### config.mk
export PLATFORM = sky130hd
export DESIGN_NAME = integer_to_text_formatter_top
export DESIGN_NICKNAME = d
export VERILOG_FILES = /design/src/hw/rtl/itf_pkg.sv /design/src/hw/rtl/integer_to_text_formatter_top.sv /design/src/hw/rtl/itf_front.sv /design/src/hw/rtl/itf_fifo.sv /design/src/hw/rtl/itf_back.sv
export SDC_FILE = /design/constraint.sdc
export NUM_CORES = 1
export LEC_CHECK = 0
export ABC_AREA = 1
export BUFFER_PORTS_ARGS = -buffer_cell sky130_fd_sc_hd__buf_2
export CAP_MARGIN = 40
export CORE_MARGIN = 2
export CORE_UTILIZATION = 55
export CTS_CLUSTER_SIZE = 16
export DETAILED_ROUTE_END_ITERATION = 7
export HOLD_SLACK_MARGIN = 0.03
export PLACE_DENSITY_LB_ADDON = 0.1
export SLEW_MARGIN = 0
export SYNTH_ARGS = -nofsm -noshare
export SYNTH_HDL_FRONTEND = slang
export SYNTH_SLANG_ARGS = --single-unit
### constraint.sdc
create_clock -name clk_i -period 25 [get_ports clk_i]
set_input_delay 5 -clock clk_i [delete_from_list [all_inputs] [get_ports clk_i]]
set_output_delay 5 -clock clk_i [all_outputs]
set_load 0.05 [all_outputs]
### src/hw/rtl/itf_pkg.sv
package itf_pkg;

  localparam int DEF_VALUE_BITS = 64;
  localparam int DEF_MAX_FIELD  = 60;

  localparam int MAX_DIGITS  = 22;
  localparam int DIGIT_IDX_W = $clog2(MAX_DIGITS);
  localparam int DIGIT_CNT_W = $clog2(MAX_DIGITS + 1);
  localparam int FIELD_W     = 6;
  localparam int POS_W       = 7;
  localparam int QUEUE_DEPTH = 2;

  localparam logic [1:0] RADIX_DEC = 2'd0;
  localparam logic [1:0] RADIX_OCT = 2'd1;
  localparam logic [1:0] RADIX_HEX = 2'd2;

  localparam logic [7:0] CH_ZERO    = 8'h30;
  localparam logic [7:0] CH_SPACE   = 8'h20;
  localparam logic [7:0] CH_MINUS   = 8'h2D;
  localparam logic [7:0] CH_PLUS    = 8'h2B;
  localparam logic [7:0] CH_LOWER_A = 8'h61;
  localparam logic [7:0] CH_UPPER_A = 8'h41;
  localparam logic [7:0] CH_LOWER_X = 8'h78;
  localparam logic [7:0] CH_UPPER_X = 8'h58;

  typedef struct packed {
    logic [63:0]        magnitude;
    logic               is_negative;
    logic [1:0]         radix_sel;
    logic               upper_case;
    logic               left_justify;
    logic               plus_sign;
    logic               space_sign;
    logic               alt_form;
    logic               zero_fill;
    logic               precision_given;
    logic [FIELD_W-1:0] precision;
    logic [FIELD_W-1:0] width;
  } itf_req_t;

  typedef struct packed {
    logic [7:0] out_char;
    logic       last_char;
  } itf_rsp_t;

  typedef struct packed {
    logic [MAX_DIGITS-1:0][3:0] digits;
    logic [DIGIT_CNT_W-1:0]     ndig;
    logic                       is_negative;
    logic                       is_oct;
    logic                       is_hex;
    logic                       upper_case;
    logic                       left_justify;
    logic                       plus_sign;
    logic                       space_sign;
    logic                       alt_form;
    logic                       zero_fill;
    logic                       precision_given;
    logic [FIELD_W-1:0]         precision;
    logic [FIELD_W-1:0]         width;
  } itf_job_t;

  function automatic logic [7:0] itf_digit_char(input logic [3:0] d, input logic upper);
    logic [7:0] base;
    base = upper ? CH_UPPER_A : CH_LOWER_A;
    if (d < 4'd10) begin
      return CH_ZERO + {4'b0, d};
    end
    return base + {4'b0, d} - 8'd10;
  endfunction

endpackage

### src/hw/rtl/integer_to_text_formatter_top.sv
// Integer to text formatter: printf-style integer conversion.
// Input channel (in_valid_i / in_stall_o / in_data_i) takes one conversion
// request: magnitude, sign flags, radix, case, justification, zero fill,
// precision and width. Output channel (out_valid_o / out_stall_i /
// out_data_o) returns the field one ASCII character per item, most
// significant first, with last_char set on the final character.
// The front converts the value: hex and octal load the digits directly,
// decimal runs a binary-to-BCD converter at 4 bits per cycle, then
// leading zero digits are dropped one per cycle. A two-entry queue holds
// converted requests, so the front can accept a new request while the
// back is still emitting an earlier field. The back loads a request from
// the queue and then emits one character per cycle while the receiver
// does not stall.
// Reset clears both state machines, the queue and the output valid flag.
// When the receiver stalls, the output register holds its character, the
// back halts, the queue fills and in_stall_o rises once the front is busy.
module integer_to_text_formatter_top #(
  parameter int VALUE_BITS = itf_pkg::DEF_VALUE_BITS,
  parameter int MAX_FIELD  = itf_pkg::DEF_MAX_FIELD
) (
  input  logic              clk_i,
  input  logic              rst_ni,
  input  logic              in_valid_i,
  output logic              in_stall_o,
  input  itf_pkg::itf_req_t in_data_i,
  output logic              out_valid_o,
  input  logic              out_stall_i,
  output itf_pkg::itf_rsp_t out_data_o
);
  import itf_pkg::*;

  itf_job_t front_job;
  itf_job_t queue_job;
  logic     push;
  logic     full;
  logic     pop;
  logic     empty;

  itf_front #(
    .VALUE_BITS(VALUE_BITS),
    .MAX_FIELD (MAX_FIELD)
  ) u_front (
    .clk_i     (clk_i),
    .rst_ni    (rst_ni),
    .in_valid_i(in_valid_i),
    .in_stall_o(in_stall_o),
    .in_data_i (in_data_i),
    .push_o    (push),
    .job_o     (front_job),
    .full_i    (full)
  );

  itf_fifo #(
    .DEPTH(QUEUE_DEPTH)
  ) u_fifo (
    .clk_i  (clk_i),
    .rst_ni (rst_ni),
    .push_i (push),
    .data_i (front_job),
    .full_o (full),
    .pop_i  (pop),
    .empty_o(empty),
    .data_o (queue_job)
  );

  itf_back u_back (
    .clk_i      (clk_i),
    .rst_ni     (rst_ni),
    .empty_i    (empty),
    .job_i      (queue_job),
    .pop_o      (pop),
    .out_valid_o(out_valid_o),
    .out_stall_i(out_stall_i),
    .out_data_o (out_data_o)
  );

endmodule

### src/hw/rtl/itf_front.sv
module itf_front #(
  parameter int VALUE_BITS = itf_pkg::DEF_VALUE_BITS,
  parameter int MAX_FIELD  = itf_pkg::DEF_MAX_FIELD
) (
  input  logic             clk_i,
  input  logic             rst_ni,
  input  logic             in_valid_i,
  output logic             in_stall_o,
  input  itf_pkg::itf_req_t in_data_i,
  output logic             push_o,
  output itf_pkg::itf_job_t job_o,
  input  logic             full_i
);
  import itf_pkg::*;

  localparam int DecDigits = (VALUE_BITS * 30103) / 100000 + 1;
  localparam int OctDigits = (VALUE_BITS + 2) / 3;
  localparam int HexDigits = (VALUE_BITS + 3) / 4;
  localparam int Steps     = (VALUE_BITS + 3) / 4;
  localparam int BinW      = Steps * 4;
  localparam int StepW     = $clog2(Steps + 1);
  localparam int DigW      = MAX_DIGITS * 4;

  localparam logic [1:0] S_IDLE = 2'd0;
  localparam logic [1:0] S_CONV = 2'd1;
  localparam logic [1:0] S_NORM = 2'd2;

  logic [1:0]       state_q, state_d;
  logic [StepW-1:0] cnt_q, cnt_d;
  logic [BinW-1:0]  bin_q, bin_d;
  itf_job_t         job_q, job_d;

  logic [DigW-1:0]       hex_digits;
  logic [DigW-1:0]       oct_digits;
  logic [MAX_DIGITS*3-1:0] oct_bits;
  logic [DigW-1:0]       conv_digits;
  logic [3:0]            top_digit;

  function automatic logic [DigW-1:0] dabble(input logic [DigW-1:0] b, input logic bit_in);
    logic [DigW-1:0] r;
    r = b;
    for (int i = 0; i < MAX_DIGITS; i++) begin
      if (r[4*i +: 4] >= 4'd5) begin
        r[4*i +: 4] = r[4*i +: 4] + 4'd3;
      end
    end
    return {r[DigW-2:0], bit_in};
  endfunction

  function automatic logic [FIELD_W-1:0] sat_field(input logic [FIELD_W-1:0] v);
    return (int'(v) > MAX_FIELD) ? FIELD_W'(MAX_FIELD) : v;
  endfunction

  assign hex_digits = DigW'(in_data_i.magnitude[VALUE_BITS-1:0]);
  assign oct_bits   = (MAX_DIGITS * 3)'(in_data_i.magnitude[VALUE_BITS-1:0]);

  always_comb begin
    for (int i = 0; i < MAX_DIGITS; i++) begin
      oct_digits[4*i +: 4] = {1'b0, oct_bits[3*i +: 3]};
    end
  end

  always_comb begin
    conv_digits = job_q.digits;
    for (int j = 0; j < 4; j++) begin
      conv_digits = dabble(conv_digits, bin_q[BinW-1-j]);
    end
  end

  assign top_digit = job_q.digits[DIGIT_IDX_W'(job_q.ndig - 1'b1)];

  always_comb begin
    state_d = state_q;
    cnt_d   = cnt_q;
    bin_d   = bin_q;
    job_d   = job_q;
    push_o  = 1'b0;
    unique case (state_q)
      S_IDLE: begin
        if (in_valid_i) begin
          job_d.is_negative     = in_data_i.is_negative;
          job_d.is_oct          = (in_data_i.radix_sel == RADIX_OCT);
          job_d.is_hex          = (in_data_i.radix_sel == RADIX_HEX);
          job_d.upper_case      = in_data_i.upper_case;
          job_d.left_justify    = in_data_i.left_justify;
          job_d.plus_sign       = in_data_i.plus_sign;
          job_d.space_sign      = in_data_i.space_sign;
          job_d.alt_form        = in_data_i.alt_form;
          job_d.zero_fill       = in_data_i.zero_fill;
          job_d.precision_given = in_data_i.precision_given;
          job_d.precision       = sat_field(in_data_i.precision);
          job_d.width           = sat_field(in_data_i.width);
          case (in_data_i.radix_sel)
            RADIX_HEX: begin
              job_d.digits = hex_digits;
              job_d.ndig   = DIGIT_CNT_W'(HexDigits);
              state_d      = S_NORM;
            end
            RADIX_OCT: begin
              job_d.digits = oct_digits;
              job_d.ndig   = DIGIT_CNT_W'(OctDigits);
              state_d      = S_NORM;
            end
            default: begin
              job_d.digits = '0;
              job_d.ndig   = DIGIT_CNT_W'(DecDigits);
              bin_d        = BinW'(in_data_i.magnitude[VALUE_BITS-1:0]);
              cnt_d        = StepW'(Steps);
              state_d      = S_CONV;
            end
          endcase
        end
      end
      S_CONV: begin
        job_d.digits = conv_digits;
        bin_d        = bin_q << 4;
        cnt_d        = cnt_q - 1'b1;
        if (cnt_q == StepW'(1)) begin
          state_d = S_NORM;
        end
      end
      S_NORM: begin
        if (job_q.ndig > DIGIT_CNT_W'(1) && top_digit == 4'd0) begin
          job_d.ndig = job_q.ndig - 1'b1;
        end else if (!full_i) begin
          push_o  = 1'b1;
          state_d = S_IDLE;
        end
      end
      default: begin
        state_d = S_IDLE;
      end
    endcase
  end

  always_ff @(posedge clk_i or negedge rst_ni) begin
    if (!rst_ni) begin
      state_q <= S_IDLE;
      cnt_q   <= '0;
    end else begin
      state_q <= state_d;
      cnt_q   <= cnt_d;
    end
  end

  always_ff @(posedge clk_i) begin
    bin_q <= bin_d;
    job_q <= job_d;
  end

  assign in_stall_o = (state_q != S_IDLE);
  assign job_o      = job_q;

endmodule

### src/hw/rtl/itf_fifo.sv
module itf_fifo #(
  parameter int DEPTH = itf_pkg::QUEUE_DEPTH
) (
  input  logic              clk_i,
  input  logic              rst_ni,
  input  logic              push_i,
  input  itf_pkg::itf_job_t data_i,
  output logic              full_o,
  input  logic              pop_i,
  output logic              empty_o,
  output itf_pkg::itf_job_t data_o
);
  import itf_pkg::*;

  localparam int PtrW = (DEPTH > 1) ? $clog2(DEPTH) : 1;
  localparam int CntW = $clog2(DEPTH + 1);

  itf_job_t        mem_q [DEPTH];
  logic [PtrW-1:0] wr_ptr_q, rd_ptr_q;
  logic [CntW-1:0] count_q;

  function automatic logic [PtrW-1:0] next_ptr(input logic [PtrW-1:0] p);
    return (p == PtrW'(DEPTH - 1)) ? '0 : p + 1'b1;
  endfunction

  assign full_o  = (count_q == CntW'(DEPTH));
  assign empty_o = (count_q == '0);
  assign data_o  = mem_q[rd_ptr_q];

  always_ff @(posedge clk_i) begin
    if (push_i) begin
      mem_q[wr_ptr_q] <= data_i;
    end
  end

  always_ff @(posedge clk_i or negedge rst_ni) begin
    if (!rst_ni) begin
      wr_ptr_q <= '0;
      rd_ptr_q <= '0;
      count_q  <= '0;
    end else begin
      if (push_i) begin
        wr_ptr_q <= next_ptr(wr_ptr_q);
      end
      if (pop_i) begin
        rd_ptr_q <= next_ptr(rd_ptr_q);
      end
      if (push_i && !pop_i) begin
        count_q <= count_q + 1'b1;
      end else if (pop_i && !push_i) begin
        count_q <= count_q - 1'b1;
      end
    end
  end

endmodule

### src/hw/rtl/itf_back.sv
module itf_back (
  input  logic              clk_i,
  input  logic              rst_ni,
  input  logic              empty_i,
  input  itf_pkg::itf_job_t job_i,
  output logic              pop_o,
  output logic              out_valid_o,
  input  logic              out_stall_i,
  output itf_pkg::itf_rsp_t out_data_o
);
  import itf_pkg::*;

  logic                      busy_q;
  logic [POS_W-1:0]          pos_q;
  logic                      out_valid_q;
  itf_rsp_t                  out_data_q;
  logic [MAX_DIGITS-1:0][3:0] digits_q;
  logic [DIGIT_CNT_W-1:0]    ndig_q;
  logic                      upper_q;
  logic [2:0][7:0]           head_q;
  logic [POS_W-1:0]          b1_q, b2_q, b3_q, b4_q, len_q;

  logic                      has_sign;
  logic [7:0]                sign_ch, x_ch;
  logic [2:0][7:0]           head_d;
  logic [POS_W-1:0]          nhead, npfx, ndig_eff, body, pad, b1, b2, b3, b4;
  logic [POS_W-1:0]          k;
  logic [7:0]                ch;
  logic                      last;
  logic                      adv;

  always_comb begin
    has_sign = job_i.is_negative | job_i.plus_sign | job_i.space_sign;
    sign_ch  = job_i.is_negative ? CH_MINUS : (job_i.plus_sign ? CH_PLUS : CH_SPACE);
    x_ch     = job_i.upper_case ? CH_UPPER_X : CH_LOWER_X;
    if (job_i.alt_form && job_i.is_hex) begin
      npfx = POS_W'(2);
    end else if (job_i.alt_form && job_i.is_oct) begin
      npfx = POS_W'(1);
    end else begin
      npfx = '0;
    end
    if (has_sign) begin
      head_d = {x_ch, CH_ZERO, sign_ch};
    end else begin
      head_d = {CH_SPACE, x_ch, CH_ZERO};
    end
    nhead = npfx + POS_W'(has_sign);
    if (job_i.precision_given && POS_W'(job_i.precision) > POS_W'(job_i.ndig)) begin
      ndig_eff = POS_W'(job_i.precision);
    end else begin
      ndig_eff = POS_W'(job_i.ndig);
    end
    body = nhead + ndig_eff;
    pad  = (POS_W'(job_i.width) > body) ? POS_W'(job_i.width) - body : '0;
    b1   = (!job_i.left_justify && !job_i.zero_fill) ? pad : '0;
    b2   = b1 + nhead;
    b3   = b2 + ((!job_i.left_justify && job_i.zero_fill) ? pad : '0);
    b4   = b3 + ndig_eff;
  end

  assign pop_o = !busy_q && !empty_i;
  assign adv   = busy_q && (!out_valid_q || !out_stall_i);
  assign k     = b4_q - 1'b1 - pos_q;
  assign last  = (pos_q == len_q - 1'b1);

  always_comb begin
    if (pos_q < b1_q) begin
      ch = CH_SPACE;
    end else if (pos_q < b2_q) begin
      ch = head_q[2'(pos_q - b1_q)];
    end else if (pos_q < b3_q) begin
      ch = CH_ZERO;
    end else if (pos_q < b4_q) begin
      if (k < POS_W'(ndig_q)) begin
        ch = itf_digit_char(digits_q[DIGIT_IDX_W'(k)], upper_q);
      end else begin
        ch = CH_ZERO;
      end
    end else begin
      ch = CH_SPACE;
    end
  end

  always_ff @(posedge clk_i or negedge rst_ni) begin
    if (!rst_ni) begin
      busy_q      <= 1'b0;
      pos_q       <= '0;
      out_valid_q <= 1'b0;
    end else begin
      if (pop_o) begin
        busy_q <= 1'b1;
        pos_q  <= '0;
      end else if (adv) begin
        pos_q <= pos_q + 1'b1;
        if (last) begin
          busy_q <= 1'b0;
        end
      end
      if (adv) begin
        out_valid_q <= 1'b1;
      end else if (!out_stall_i) begin
        out_valid_q <= 1'b0;
      end
    end
  end

  always_ff @(posedge clk_i) begin
    if (pop_o) begin
      digits_q <= job_i.digits;
      ndig_q   <= job_i.ndig;
      upper_q  <= job_i.upper_case;
      head_q   <= head_d;
      b1_q     <= b1;
      b2_q     <= b2;
      b3_q     <= b3;
      b4_q     <= b4;
      len_q    <= body + pad;
    end
    if (adv) begin
      out_data_q.out_char  <= ch;
      out_data_q.last_char <= last;
    end
  end

  assign out_valid_o = out_valid_q;
  assign out_data_o  = out_data_q;

endmodule
======== After elaboration in Yosys (flattened, before gate mapping) ========
Memories as Yosys holds them, arrays and structs flattened.
Cells that the tools add are included.
word-level totals
  memories kept ........................... 1
  register bits after elaboration ......... 361
  RAM bits ................................ 230
  output and inout bits ................... 11
  input bits .............................. 90
  logic and storage cells ................. 495
memory list
  memory        words  width  rd ports  clocked after memory_dff  wr ports  line            RTL
  u_fifo.mem_q  2      115    1         0                         1         itf_fifo.sv:18  itf_job_t mem_q [DEPTH];
cells by class
  $lt $le $gt $ge ......................... 102
  $add $sub $neg .......................... 109
  multiplexer cells ....................... 151
  reduce and logical (&&, ||, !) cells .... 36
  equality and inequality tests ........... 14
  bitwise operators ....................... 3
operator list
  cell                 number
  $ge 4x3->1 const B   88
  $mux 4               87
  $add 4x2->4 const B  84
  $pmux 90 s2          1
  $pmux 88 s2          1
  $mux 64              2
  $pmux 64 s2          1
  $mux 115             1
  $mux 8               7
  $bmux 4 s5           2
  $mux 7               5
  $mux 6               5
  $lt 7x7->1           4
  $add 7x7->7          3
  $mux 5               4
  $pmux 5 s2           2
  $mux 1               19
  $bmux 8 s2           1
  $mux 2               8
  $add 7x6->7          2
  $sub 7x1->7 const B  2
  $add 3x2->3 const B  4
  $gt 6x6->1 const B   2
  $lt 5x6->1 const B   2
  other kinds (38)     78

======== Logic depth before layout (Yosys ltp) ========
Gate-level depths: netlist of run 1.
  depth in word-level cells ............... 16
  mapped depth ............................ 54
  mapped depth without buffers ............ 53

======== Modules after synthesis ========
A second synthesis of run 1 with hierarchy kept.
second synthesis, totals
  cells, all modules ...................... 3819
  area total of the unflattened synthesis .. 34790.9 sq um
by module, submodules not included
  module     cells an instance  times used  seq. area each (sq um)  area an instance (sq um)
  itf_front  2578               1           5550.3                  17274.1
  itf_back   858                1           4579.4                  8856.0
  itf_fifo   383                1           7006.7                  8660.8

======== Least setup slack after synthesis of run 1 ========
No wires, ideal clock.
  path type ............................... input to register
  start ................................... input in_valid_i
  end ..................................... register u_front.job_q (netlist bit u_front.job_o[100]) (enable)
  path buffers ............................ 0
  stages on the path ...................... 2
  slack ................................... 15.086 ns
  library setup time ...................... 0.564 ns
  required time ........................... 24.436 ns
  arrival time ............................ 9.350 ns
  path through ............................ inv_1 a21oi_1
between the ends
  cells in the longest elaborated chain, start to end .. 2
ends and longest elaborated chain
  element                     line                                 RTL
  start: declaration          integer_to_text_formatter_top.sv:23  input logic in_valid_i,
  $ne 2x2->1 (no line)        n/a
  $reduce_and 2->1 (no line)  n/a
  end signal: assignment      itf_front.sv:148                     job_q <= job_d;
  end: declaration            itf_front.sv:31                      itf_job_t job_q, job_d;
Every way passes these cells.
A chain may end at the register's enable or synchronous reset.

======== Final worst setup path of run 1 ========
  start ................................... register u_fifo.rd_ptr_q
  end ..................................... register u_back.b4_q[6], data pin
between the ends
  cells in the longest elaborated chain, start to end .. 12
  elaborated cells between the ends (all ways) .. 24
  those cells by class .................... add/sub (6); order compare (2); mux (6); bitwise (2); reduce/logical (7); memory (1)
ends and longest elaborated chain
  element                                                              line             RTL
  start: declaration                                                   itf_fifo.sv:19   logic [PtrW-1:0] wr_ptr_q, rd_ptr_q;
  start signal: assignment                                             itf_fifo.sv:46   rd_ptr_q <= next_ptr(rd_ptr_q);
  $mem_v2 2x115 (*)                                                    n/a
  parallel branches: the longest is 7 deep, another holds $add 7x6->7  n/a
  $mux 7 (*)                                                           itf_back.sv:56   b1 = (!job_i.left_justify && !job_i.zero_fill) ? pad : '0;
  via u_back.b1[1]                                                     itf_back.sv:26   logic [POS_W-1:0] nhead, npfx, ndig_eff, body, pad, b1, b2, b3, b4;
  $add 7x7->7 (*)                                                      itf_back.sv:57   b2 = b1 + nhead;
  via u_back.b2[3]                                                     itf_back.sv:26
  $add 7x7->7 (*)                                                      itf_back.sv:58   b3 = b2 + ((!job_i.left_justify && job_i.zero_fill) ? pad : '0);
  via u_back.b3[4]                                                     itf_back.sv:26
  $add 7x6->7 (*)                                                      itf_back.sv:59   b4 = b3 + ndig_eff;
  via u_back.b4[6]                                                     itf_back.sv:26
  end signal: assignment                                               itf_back.sv:117  b4_q <= b4;
  end: declaration                                                     itf_back.sv:21   logic [POS_W-1:0] b1_q, b2_q, b3_q, b4_q, len_q;
Mark *: on every way through the listed nets, which the timed path passes.

==> parameters.txt, run 1 <==
Parameter                              Value

Setup path
  Largest stage delay on the critical path ... 0.74 ns
  CP Launch Type ... register
  Maximum fanout along the worst path ... 80
  Critical setup path kind ... reg2reg
  Slowest library cell on the worst path ... dfrtp_4
  Cell family with the largest share of critical-path delay ... simple AND/OR/NAND/NOR gates
  Data arrival at the endpoint of the critical path ... 9.74 ns
  Required time at the endpoint of the critical path ... 25.38 ns
  Cell count along the critical path ... 45
  Crit path buf inv count ... 9
  Worst reg-to-reg path cell count ... 45
  Crit path capture type ... register

Yosys
  Post-synth top area cell ... edfxtp_1
  Mapped cell area ... 35230 µm²
  Ranking of synthesized cells by area ... edfxtp_1 (47%), nand2_1 (12%), ha_1 (9.2%)
  Top flip-flop cell by instance count after synthesis ... edfxtp_1
  Sequential area share after synthesis ... 48.65%
  Share of synthesized registers carrying an async set or reset ... 3.484%
  Net count after synthesis ... 4400
  Post-synthesis cell count ... 4047
  Number of register bits inferred by synthesis ... 574
  Mean area per synthesized cell ... 8.704 µm²
  Number of enable-type register cells in the synthesized netlist ... 554
  Distinct cell type count of the synthesized netlist ... 66
  Warnings from Yosys ... 0
  Fraction of post-synthesis cell area in the top cell type by area ... 47.23%

STA
  Max Clock Skew ... 0.03413 ns
  Pin slew with the least headroom to its limit ... 0.9536 ns
  Final Max Slew Viols ... 0
  Slew headroom ... 36.42%
  Total setup violations reported at the end of the flow ... 0
  Final Hold Fails ... 0
  Peak clock frequency supported by timing ... 0.1069 GHz
  Crit path time final ... 9.358 ns
  Setup repair after global routing missed its margin ... no
  Setup TNS after final layout ... 0 ns
  Share of the cycle needed by the critical path after routing ... 37.43%

Route
  Via total after detailed routing ... 26710
  Average wire per standard cell ... 16.76 µm
  Total routed wire length on the met1 layer ... 38.17 mm
  Vias per cell ... 5.303
  Number of nets still failing antenna checks after routing ... 0
  Initial drt markers ... 2028
  DRT Wirelength ... 84.44 mm
  Detailed-routed wire length on met2 ... 39.14 mm
  Top routing layer used ... met4
  Number of iterations in the first detailed-routing pass ... 6
  Total DRC errors in the routed layout ... 0
  Length of routed met3 wiring ... 5.331 mm

Clock tree
  Clock Sinks ... 574
  Root buffer cell ... clkbuf_16
  CTS hold repair buffers ... 0
  Deepest level of the CTS H-tree ... 2
  Setup Fix Bufs, Post-CTS ... 0
  Max Buffers Root-to-Sink ... 3
  Total CTS buffers ... 60
  Clock slew at the register clock pins of the worst setup and hold paths ... 0.06 ns
  Clock tree from TritonCTS ... yes
  Clock latency at the later pin of the worst-skew pair ... 0.63 ns
  Number of gates given a new drive strength after cts ... 0

Flow run
  Number of max-cap violations ... 0

Cells and area
  Leading cell type in the layout, fill and taps excluded ... nand2_1
  Final net count ... 4496
  Filler cell count in the final layout ... 5491
  Area taken by flip-flops and latches ... 17140 µm²
  N_diodes ... 0
  Area added between synthesis and finish ... 9.895%
  Most frequent cells in the layout ... nand2_1 (1144), inv_1 (601), edfxtp_1 (554)
  Fraction of final layout cells with drive strength greater than 1 ... 8.590%
  Multi-input combinational cell area ... 15420 µm²

Floorplan
  Chip height ... 257.1 µm
  Die Footprint ... 66090 µm²
  Initial core utilization ... 55.74%
  Standard cell core area ... 63200 µm²
  Number of placement rows ... 92
  Horiz. Die Dim ... 257.1 µm
  Ports ... 101

GRT
  Antenna violations before repair ... 0
  Maximum number of pins on one net before global-route repair ... 89
  First-pass GRT wire length ... 134.1 mm
  Total routing usage reported by global routing ... 25.63%
  GR Overflow Total ... 0
  Via count of the first global-routing pass ... 24900

Hold path
  Min-delay worst type ... reg2reg
  Worst hold path cell count ... 0

Status
  Outcome ... finished, final reports clean

Placement
  Buffers on Ports ... 99
  Detailed Place HPWL ... 60.99 mm
  Final weighted congestion of routability-driven global placement ... 0.8847
-- through the flow --
| stage | cells | hold WS [ns] | instance area (µm²) | util (%) | worst slack (ns) |
|---|---|---|---|---|---|
| final | 5037 | 0.4482 | 38710 | 61.26 | 15.64 |
| after global routing | 5037 | 0.4606 | 38710 | 61.26 | 14.88 |
| after CTS | 5037 | 0.4494 | 38710 | 61.26 | 15.74 |
| after detailed placement | 4927 | 0.4388 | 36780 | 58.20 | 15.80 |
| after floorplan | 4047 | 0.4215 | 35230 | - | 15.09 |
| after global placement | 4921 | 0.4247 | 36650 | 58.00 | 15.96 |
-- cell usage after synthesis, types with 6 or more instances --
master,instances
nand2_1,1144
inv_1,602
edfxtp_1,554
nor2_1,278
ha_1,258
o21ai_0,208
nand3_1,205
a21oi_1,115
xor2_1,98
clkbuf_1,80
o21ai_1,69
o22ai_1,37
o211ai_1,32
o21ai_2,30
nor3_1,29
a31oi_1,24
nand2_2,23
nand4_1,22
dfrtp_1,20
xnor2_1,20
inv_2,19
or2_2,18
nand3_2,13
a32oi_1,11
a211oi_1,10
mux2i_1,10
buf_2,9
nand3b_1,9
nor2_2,7
and2_1,6
buf_1,6
-- area by class of cell --
cell class | instances | area share (%)
Sequential cell | 574 | 44.28
Multi-Input combinational cell | 2752 | 39.83
Inverter | 624 | 6.054
Clock buffer | 72 | 4.050
Tap cell | 846 | 2.734
Timing Repair Buffer | 131 | 2.120
Clock inverter | 38 | 0.9341
-- worst register-to-register path: cells and delay by family (launching register included) --
kind            cells  cell delay, ns
compound gates      8            1.60
simple gates       18            2.58
fa+ha+maj           7            2.04
flops               1            0.74
xor+xnor            3            0.65
buf+inv             9            1.55
-- flip-flops by register name, summed over array words and instances, names as in the netlist, 5 cells and up --
register,cells
u_back.b4_q,7
u_front.cnt_q,5
u_back.digits_q,88
u_back.b3_q,7
u_front.bin_q,64
u_back.pos_q,7
u_back.head_q,8
u_back.b1_q,7
u_back.ndig_q,5
u_back.b2_q,7
u_back.len_q,7
u_fifo.mem_q,230
u_front.job_o,115
u_back.out_data_o,8
-- cell families (layout without fill, tap and decap cells) --
logic type	count (synthesis)	count (layout)	synth area share [%]
and+or+nand+nor	1773	1773	20.82
buffers and inverters	721	865	7.747
AOI/OAI and AO/OA	580	580	9.789
DFF	574	574	48.65
adders and majority gates	263	263	9.448
xor gates and xnor gates	125	125	3.257
muxes	10	10	0.2842
other	1	1	0.01065
-- routing by layer --
metal	up-vias	GRT usage, %
met5	-	0
met4	0	6.105
met3	107	3.211
met2	718	42.39
met1	12330	36.07
li1	13550	-
-- path summary, 6_finish.rpt --
kind	from	end	slack (ns)
min in group asynchronous	rst_ni	u_fifo.rd_ptr_q	4.35
max reg2reg	u_fifo.rd_ptr_q	u_back.b4_q[6]	15.64
min reg2reg	u_front.job_o[3]	u_fifo.mem_q[0][3]	0.45
max in group asynchronous	rst_ni	u_fifo.rd_ptr_q	20.25
max	u_fifo.rd_ptr_q	u_back.b4_q[6]	15.64
min	u_front.job_o[3]	u_fifo.mem_q[0][3]	0.45
Power of run 1 is not shown: default switching activity piles up to over one toggle a cycle in this logic, so the estimate is an artifact.
==> run 2: changes to the inputs <==
ABC_AREA = 0   (was 1)
clock period = 7.95 ns   (was 25 ns; I/O delays follow)
==> parameters.txt, run 2 <==
Parameter                              Value

Route
  Initial drt markers ... 1919 (-5.4%)
  Average wire per standard cell ... 20.14 µm (+20%)
  Vias per cell ... 5.837 (+10%)
  DRT Wirelength ... 84.24 mm (-0.24%)
  Via total after detailed routing ... 24410 (-8.6%)
  Number of iterations in the first detailed-routing pass ... 8 (+2)
  Number of nets still failing antenna checks after routing ... 0 (unchanged)
  Total DRC errors in the routed layout ... 0 (unchanged)

Cells and area
  Area of all placed cells without fillers ... 39060 µm² (+0.89%)
  Area added between synthesis and finish ... 10.83%
  Most frequent cells in the layout ... edfxtp_1 (554), nand2_1 (358), inv_1 (265)
  Multi-input combinational cell area ... 16800 µm² (+9.0%)
  Register bank with the most flops ... u_fifo.mem_q
  Leading cell type in the layout, fill and taps excluded ... edfxtp_1
  Fraction of final layout cells with drive strength greater than 1 ... 14.31% (+5.7 points)
  Filler cell count in the final layout ... 4986 (-9.2%)
  Final net count ... 3637 (-19%)
  Area taken by flip-flops and latches ... 17140 µm² (unchanged)
  Number of flip-flops under the largest register name ... 230 (unchanged)

Yosys
  Mux cell area share after synthesis ... 10.30% (+10 points)
  Number of register bits inferred by synthesis ... 574 (unchanged)
  Largest family of logic cells by synthesized area ... simple AND/OR/NAND/NOR gates
  Ranking of synthesized cells by area ... edfxtp_1 (47%), ha_1 (9.2%), mux2_2 (4.4%)
  Post-synth top area cell ... edfxtp_1
  Number of enable-type register cells in the synthesized netlist ... 554 (unchanged)
  Sequential area share after synthesis ... 48.63% (about the same)
  Post-synthesis cell count ... 3179 (-21%)
  Basic-gate share of the synthesized area counting and, or, nand and nor cells ... 12.52% (-8.3 points)
  Most instantiated library cell after synthesis ... edfxtp_1
  Compound-cell area share of the yosys netlist ... 11.69% (+1.9 points)
  Net count after synthesis ... 3532 (-20%)
  Distinct cell type count of the synthesized netlist ... 98 (+48%)
  Synth cell count leaders ... edfxtp_1 (554), nand2_1 (359), inv_1 (265)
  Share of synthesized registers carrying an async set or reset ... 3.484% (unchanged)
  Mean area per synthesized cell ... 11.09 µm² (+27%)
  Mapped cell area ... 35240 µm² (about the same)
  Top flip-flop cell by instance count after synthesis ... edfxtp_1
  Warnings from Yosys ... 0 (unchanged)
  Adder and majority cell fraction of the synthesized area ... 9.501% (+0.053 points)
  Synthesized-area fraction occupied by xor and xnor cells ... 3.224% (-0.033 points)
  Fraction of post-synthesis cell area in the top cell type by area ... 47.21% (about the same)

Floorplan
  Ports ... 101 (unchanged)
  Horiz. Die Dim ... 257.1 µm (about the same)
  Chip height ... 257.1 µm (about the same)
  Die Footprint ... 66110 µm² (about the same)
  Number of placement rows ... 92 (unchanged)
  Standard cell core area ... 63200 µm² (unchanged)
  Initial core utilization ... 55.76% (about the same)

STA
  Peak clock frequency supported by timing ... 0.1346 GHz (+26%)
  Pin slew with the least headroom to its limit ... 0.8931 ns (-0.06056 ns)
  Worst-case hold slack ... 0.4467 ns (-0.001550 ns)
  Final Hold Fails ... 0 (unchanged)
  Setup repair after global routing missed its margin ... no
  Share of the cycle needed by the critical path after routing ... 93.48% (+56 points)
  Final Max Slew Viols ... 0 (unchanged)
  Slew headroom ... 39.83% (+3.4 points)
  Max Clock Skew ... 0.03222 ns (-0.001908 ns)
  Crit path time final ... 7.432 ns (-1.926 ns)
  Total setup violations reported at the end of the flow ... 0 (unchanged)

Clock tree
  Clock slew at the register clock pins of the worst setup and hold paths ... 0.06 ns (about the same)
  Root buffer cell ... clkbuf_16
  Deepest level of the CTS H-tree ... 3 (+1)
  Clock Sinks ... 574 (unchanged)
  Max Buffers Root-to-Sink ... 3 (unchanged)
  Total CTS buffers ... 66 (+10%)
  Clock tree from TritonCTS ... yes
  Clock latency at the later pin of the worst-skew pair ... 0.61 ns (-0.02 ns)

Placement
  Cell Area, Placed ... 36750 µm² (about the same)
  Final weighted congestion of routability-driven global placement ... 0.8848 (about the same)
  Detailed Place HPWL ... 61.08 mm (+0.15%)
  Buffers on Ports ... 99 (unchanged)

Setup path
  Crit path capture type ... register
  Critical setup path kind ... reg2reg
  Flop2flop setup slack ... 0.52 ns (-15.12 ns)
  Crit path buf inv count ... 5 (-4)
  Cell family with the largest share of critical-path delay ... adder cells
  Required time at the endpoint of the critical path ... 8.31 ns (-17.07 ns)
  Slowest library cell on the worst path ... fa_2
  Crit path launch ... u_fifo.rd_ptr_q
  Most repeated library cell on the critical path ... ha_1
  CP Launch Type ... register
  Maximum fanout along the worst path ... 10 (-88%)
  Data arrival at the endpoint of the critical path ... 7.80 ns (-1.94 ns)
  Worst reg-to-reg path cell count ... 35 (-22%)
  Largest stage delay on the critical path ... 0.60 ns (-0.14 ns)
  Capture instance of the worst register-to-register path ... u_back.b4_q[6]
  Critical R2R Launch ... u_fifo.rd_ptr_q

GRT
  First-pass GRT wire length ... 131.3 mm (-2.0%)
  Antenna violations before repair ... 3 (+3)
  Via count of the first global-routing pass ... 24200 (-2.8%)
  GR Overflow Total ... 0 (unchanged)
  Maximum number of pins on one net before global-route repair ... 72 (-19%)
  Total routing usage reported by global routing ... 25.29% (-0.34 points)

Flow run
  Number of max-cap violations ... 0 (unchanged)

Hold path
  Min-delay worst type ... reg2reg
  Worst Hold Path EP ... u_fifo.mem_q[1][19]
  Worst hold path cell count ... 0 (unchanged)
  HP Start ... u_front.job_o[19]

Status
  Outcome ... finished, final reports clean
## run 2: logic make-up (layout without fill, tap and decap cells)
group           count (synthesis)  after routing
compound gates                617            617
xor+xnor                      128            128
fa+ha+maj                     265            265
buf+inv                       372            526
flops                         574            574
mux                           307            307
other cells                     1              4
simple gates                  915            915
## run 2: stage by stage
step	setup WS, ns	setup TNS [ns]	util [%]	instances
global route	0.05310	0	61.79	4179
global placement	0.1757	0	57.92	4046
finish	0.5181	0	61.80	4182
floorplan	0.1189	0	-	3179
detailed placement	-0.09638	-0.09638	58.16	4052
CTS	0.01001	0	61.51	4170
## run 2: routing by layer
layer | global-route usage [%] | up-vias | wire length (µm)
li1 | - | 11760 | -
met1 | 33.43 | 11870 | 36210
met2 | 43.20 | 657 | 40980
met3 | 3.556 | 128 | 4712
met4 | 7.833 | 0 | 2334
met5 | 0 | - | 0
## run 2: final cells by class
cell class	count	area share, %
Antenna cell	3	0.01922
Clock inverter	36	0.9002
Multi-Input combinational cell	2233	43.03
Timing Repair Buffer	140	2.393
Sequential cell	574	43.88
Clock buffer	81	4.482
Tap cell	846	2.710
Inverter	269	2.585
## run 2: worst reg2reg max path, delay by kind of cell, from the launching register on
| family | cells | cell delay, ns |
|---|---|---|
| adder cells (fa/ha/maj) | 8 | 2.83 |
| AO/OA/AOI/OAI | 13 | 1.92 |
| buffers and inverters | 5 | 0.60 |
| AND/OR/NAND/NOR | 4 | 0.52 |
| XOR/XNOR | 4 | 0.52 |
| flip-flops | 1 | 0.43 |
| multiplexers | 1 | 0.37 |
## run 2: how the worst max path moves through the flow
stage                     endpoint  slack [ns]  cells past startpoint
finish              u_back.b4_q[6]        0.52                     35
global placement    u_back.b4_q[6]        0.18                     37
detailed placement  u_back.b4_q[6]        -0.1                     37
CTS                 u_back.b4_q[6]        0.01                     35
global route        u_back.b4_q[6]        0.05                     39
floorplan           u_back.b4_q[6]        0.12                     41
## run 2: what timing repair did
action                                  CTS  global route
endpoints found under the setup margin    2             5
resized for setup                         1            26
hold buffers                              0             0
hold endpoints to repair                  0             0
setup buffers                             1             9
pin swaps                                 0             7
Power of run 2 is left out for the same reason.
==> run 3: changes to the inputs <==
MAX_ROUTING_LAYER = met4   (was default)
PLACE_DENSITY = 0.79   (was default)
PLACE_DENSITY_LB_ADDON = default   (was 0.1)
SKIP_LAST_GASP = 1   (was default)
==> parameters.txt, run 3 (synthesis gave the netlist of run 2 again) <==
Parameter                              Value

Setup path
  Largest stage delay on the critical path ... 0.60 ns (about the same)
  Slowest library cell on the worst path ... fa_1
  Maximum fanout along the worst path ... 8 (-2)
  Most repeated library cell on the critical path ... ha_1
  Worst reg-to-reg path cell count ... 35 (unchanged)
  Critical R2R Launch ... u_fifo.rd_ptr_q
  Flop2flop setup slack ... 0.23 ns (-0.29 ns)
  Capture instance of the worst register-to-register path ... u_back.b4_q[6]
  Crit path capture type ... register
  Data arrival at the endpoint of the critical path ... 8.10 ns (+0.30 ns)
  Critical setup path kind ... reg2reg
  Required time at the endpoint of the critical path ... 8.33 ns (+0.02 ns)
  Critical path endpoint ... u_back.b4_q[6]
  Crit path launch ... u_fifo.rd_ptr_q
  CP Launch Type ... register

Floorplan
  Chip height ... 257.1 µm (unchanged)
  Ports ... 101 (unchanged)
  Number of placement rows ... 92 (unchanged)
  Horiz. Die Dim ... 257.1 µm (unchanged)
  Die Footprint ... 66110 µm² (unchanged)
  Initial core utilization ... 55.76% (unchanged)
  Standard cell core area ... 63200 µm² (unchanged)

GRT
  GR Overflow Total ... 0 (unchanged)
  Maximum number of pins on one net before global-route repair ... 86 (+19%)
  Via count of the first global-routing pass ... 23350 (-3.5%)
  Antenna violations before repair ... 3 (unchanged)
  Total routing usage reported by global routing ... 24.19% (-1.1 points)
  First-pass GRT wire length ... 124.2 mm (-5.5%)

Route
  Initial drt markers ... 1985 (+3.4%)
  Vias per cell ... 5.841 (about the same)
  Via total after detailed routing ... 24420 (+0.041%)
  DRT Wirelength ... 79.17 mm (-6.0%)
  Average wire per standard cell ... 18.94 µm (-6.0%)
  Number of iterations in the first detailed-routing pass ... 5 (-3)
  Total DRC errors in the routed layout ... 0 (unchanged)
  Number of nets still failing antenna checks after routing ... 0 (unchanged)

STA
  Final Hold Fails ... 0 (unchanged)
  Total setup violations reported at the end of the flow ... 0 (unchanged)
  Worst-case hold slack ... 0.4459 ns (-0.0007430 ns)
  Peak clock frequency supported by timing ... 0.1295 GHz (-3.8%)
  Share of the cycle needed by the critical path after routing ... 97.15% (+3.7 points)
  Pin slew with the least headroom to its limit ... 0.8744 ns (-0.01864 ns)
  Max Clock Skew ... 0.02598 ns (-0.006238 ns)
  Slew headroom ... 41.70% (+1.9 points)
  Crit path time final ... 7.724 ns (+0.2916 ns)
  Setup TNS after final layout ... 0 ns (unchanged)
  Final Max Slew Viols ... 0 (unchanged)

Clock tree
  Max Buffers Root-to-Sink ... 3 (unchanged)
  Clock Sinks ... 574 (unchanged)
  Root buffer cell ... clkbuf_16
  CTS hold repair buffers ... 0 (unchanged)
  Clock slew at the register clock pins of the worst setup and hold paths ... 0.06 ns (about the same)
  Total CTS buffers ... 60 (-9.1%)
  Deepest level of the CTS H-tree ... 2 (-1)
  Clock tree from TritonCTS ... yes
  Clock latency at the later pin of the worst-skew pair ... 0.64 ns (+0.03 ns)

Cells and area
  Filler cell count in the final layout ... 4823 (-3.3%)
  Register bank with the most flops ... u_fifo.mem_q
  Final net count ... 3635 (-0.055%)
  Leading cell type in the layout, fill and taps excluded ... edfxtp_1
  Fraction of final layout cells with drive strength greater than 1 ... 14.52% (+0.21 points)
  Number of flip-flops under the largest register name ... 230 (unchanged)
  Final std cells w/o fill ... 4181 (-0.024%)
  Most frequent cells in the layout ... edfxtp_1 (554), nand2_1 (358), inv_1 (265)
  Area added between synthesis and finish ... 10.51%

Placement
  Buffers on Ports ... 99 (unchanged)
  Detailed Place HPWL ... 55.94 mm (-8.4%)
  Number of placed instances with taps included ... 4052 (unchanged)
  Final weighted congestion of routability-driven global placement ... 0.9085 (+2.7%)

Flow run
  Number of max-cap violations ... 0 (unchanged)

Status
  Outcome ... finished, final reports clean

Hold path
  Min-delay worst type ... reg2reg
==> run 3: worst min path at each step <==
| stage | startpoint | end | slack (ns) | cells after the start |
|---|---|---|---|---|
| finish | u_front.job_o[4] | u_fifo.mem_q[1][4] | 0.45 | 0 |
| global route | u_front.job_o[1] | u_fifo.mem_q[1][1] | 0.46 | 0 |
| CTS | u_front.job_o[20] | u_fifo.mem_q[0][20] | 0.44 | 0 |
| detailed placement | u_front.job_o[4] | u_fifo.mem_q[1][4] | 0.43 | 0 |
| global placement | u_front.job_o[16] | u_fifo.mem_q[0][16] | 0.42 | 0 |
| floorplan | u_front.job_o[0] | u_fifo.mem_q[0][0] | 0.42 | 0 |
==> run 3: repair_timing <==
| action | CTS | global route |
|---|---|---|
| setup endpoints to repair | 1 | 3 |
| pin swaps | 0 | 5 |
| cloned | 0 | 0 |
| resized for setup | 0 | 18 |
| buffers inserted | 1 | 13 |
==> run 3: area by class of cell <==
cell class	count	area [µm²]	area share, %
Antenna cell	2	5.005	0.01285
Clock buffer	74	1617	4.151
Clock inverter	39	454.2	1.166
Inverter	269	1010	2.593
Multi-Input combinational cell	2233	16780	43.10
Sequential cell	574	17140	44.01
Tap cell	846	1059	2.718
Timing Repair Buffer	144	875.8	2.249
==> run 3: through the flow <==
stage	utilization (%)	setup slack, ns	area [µm²]
final	61.62	0.2264	38940
after global routing	61.62	-0.08362	38940
after CTS	61.34	0.01609	38770
after detailed placement	58.06	0.09698	36690
after global placement	57.94	0.3122	36620
after floorplan	-	0.1189	35240
==> run 3: layer usage <==
layer  share of wire, %  vias up  global-route usage [%]  routed length (µm)
li1                   -    11770                       -                   -
met1                 42    11770                   31.72               33510
met2                 48      749                   38.91               38170
met3                6.7      131                   3.684                5312
met4                2.7        0                   7.477                2173
met5                  0        -                       -                   0
==> run 3: worst max-delay path, delay by kind of cell, from the launching register on <==
family	cells	cell delay (ns)
XOR/XNOR	4	0.62
multiplexers	1	0.27
flip-flops	1	0.53
buffers and inverters	4	0.42
adder cells (fa/ha/maj)	7	2.42
AND/OR/NAND/NOR	5	1.04
AO/OA/AOI/OAI	14	2.17
Power of run 3 is left out for the same reason.
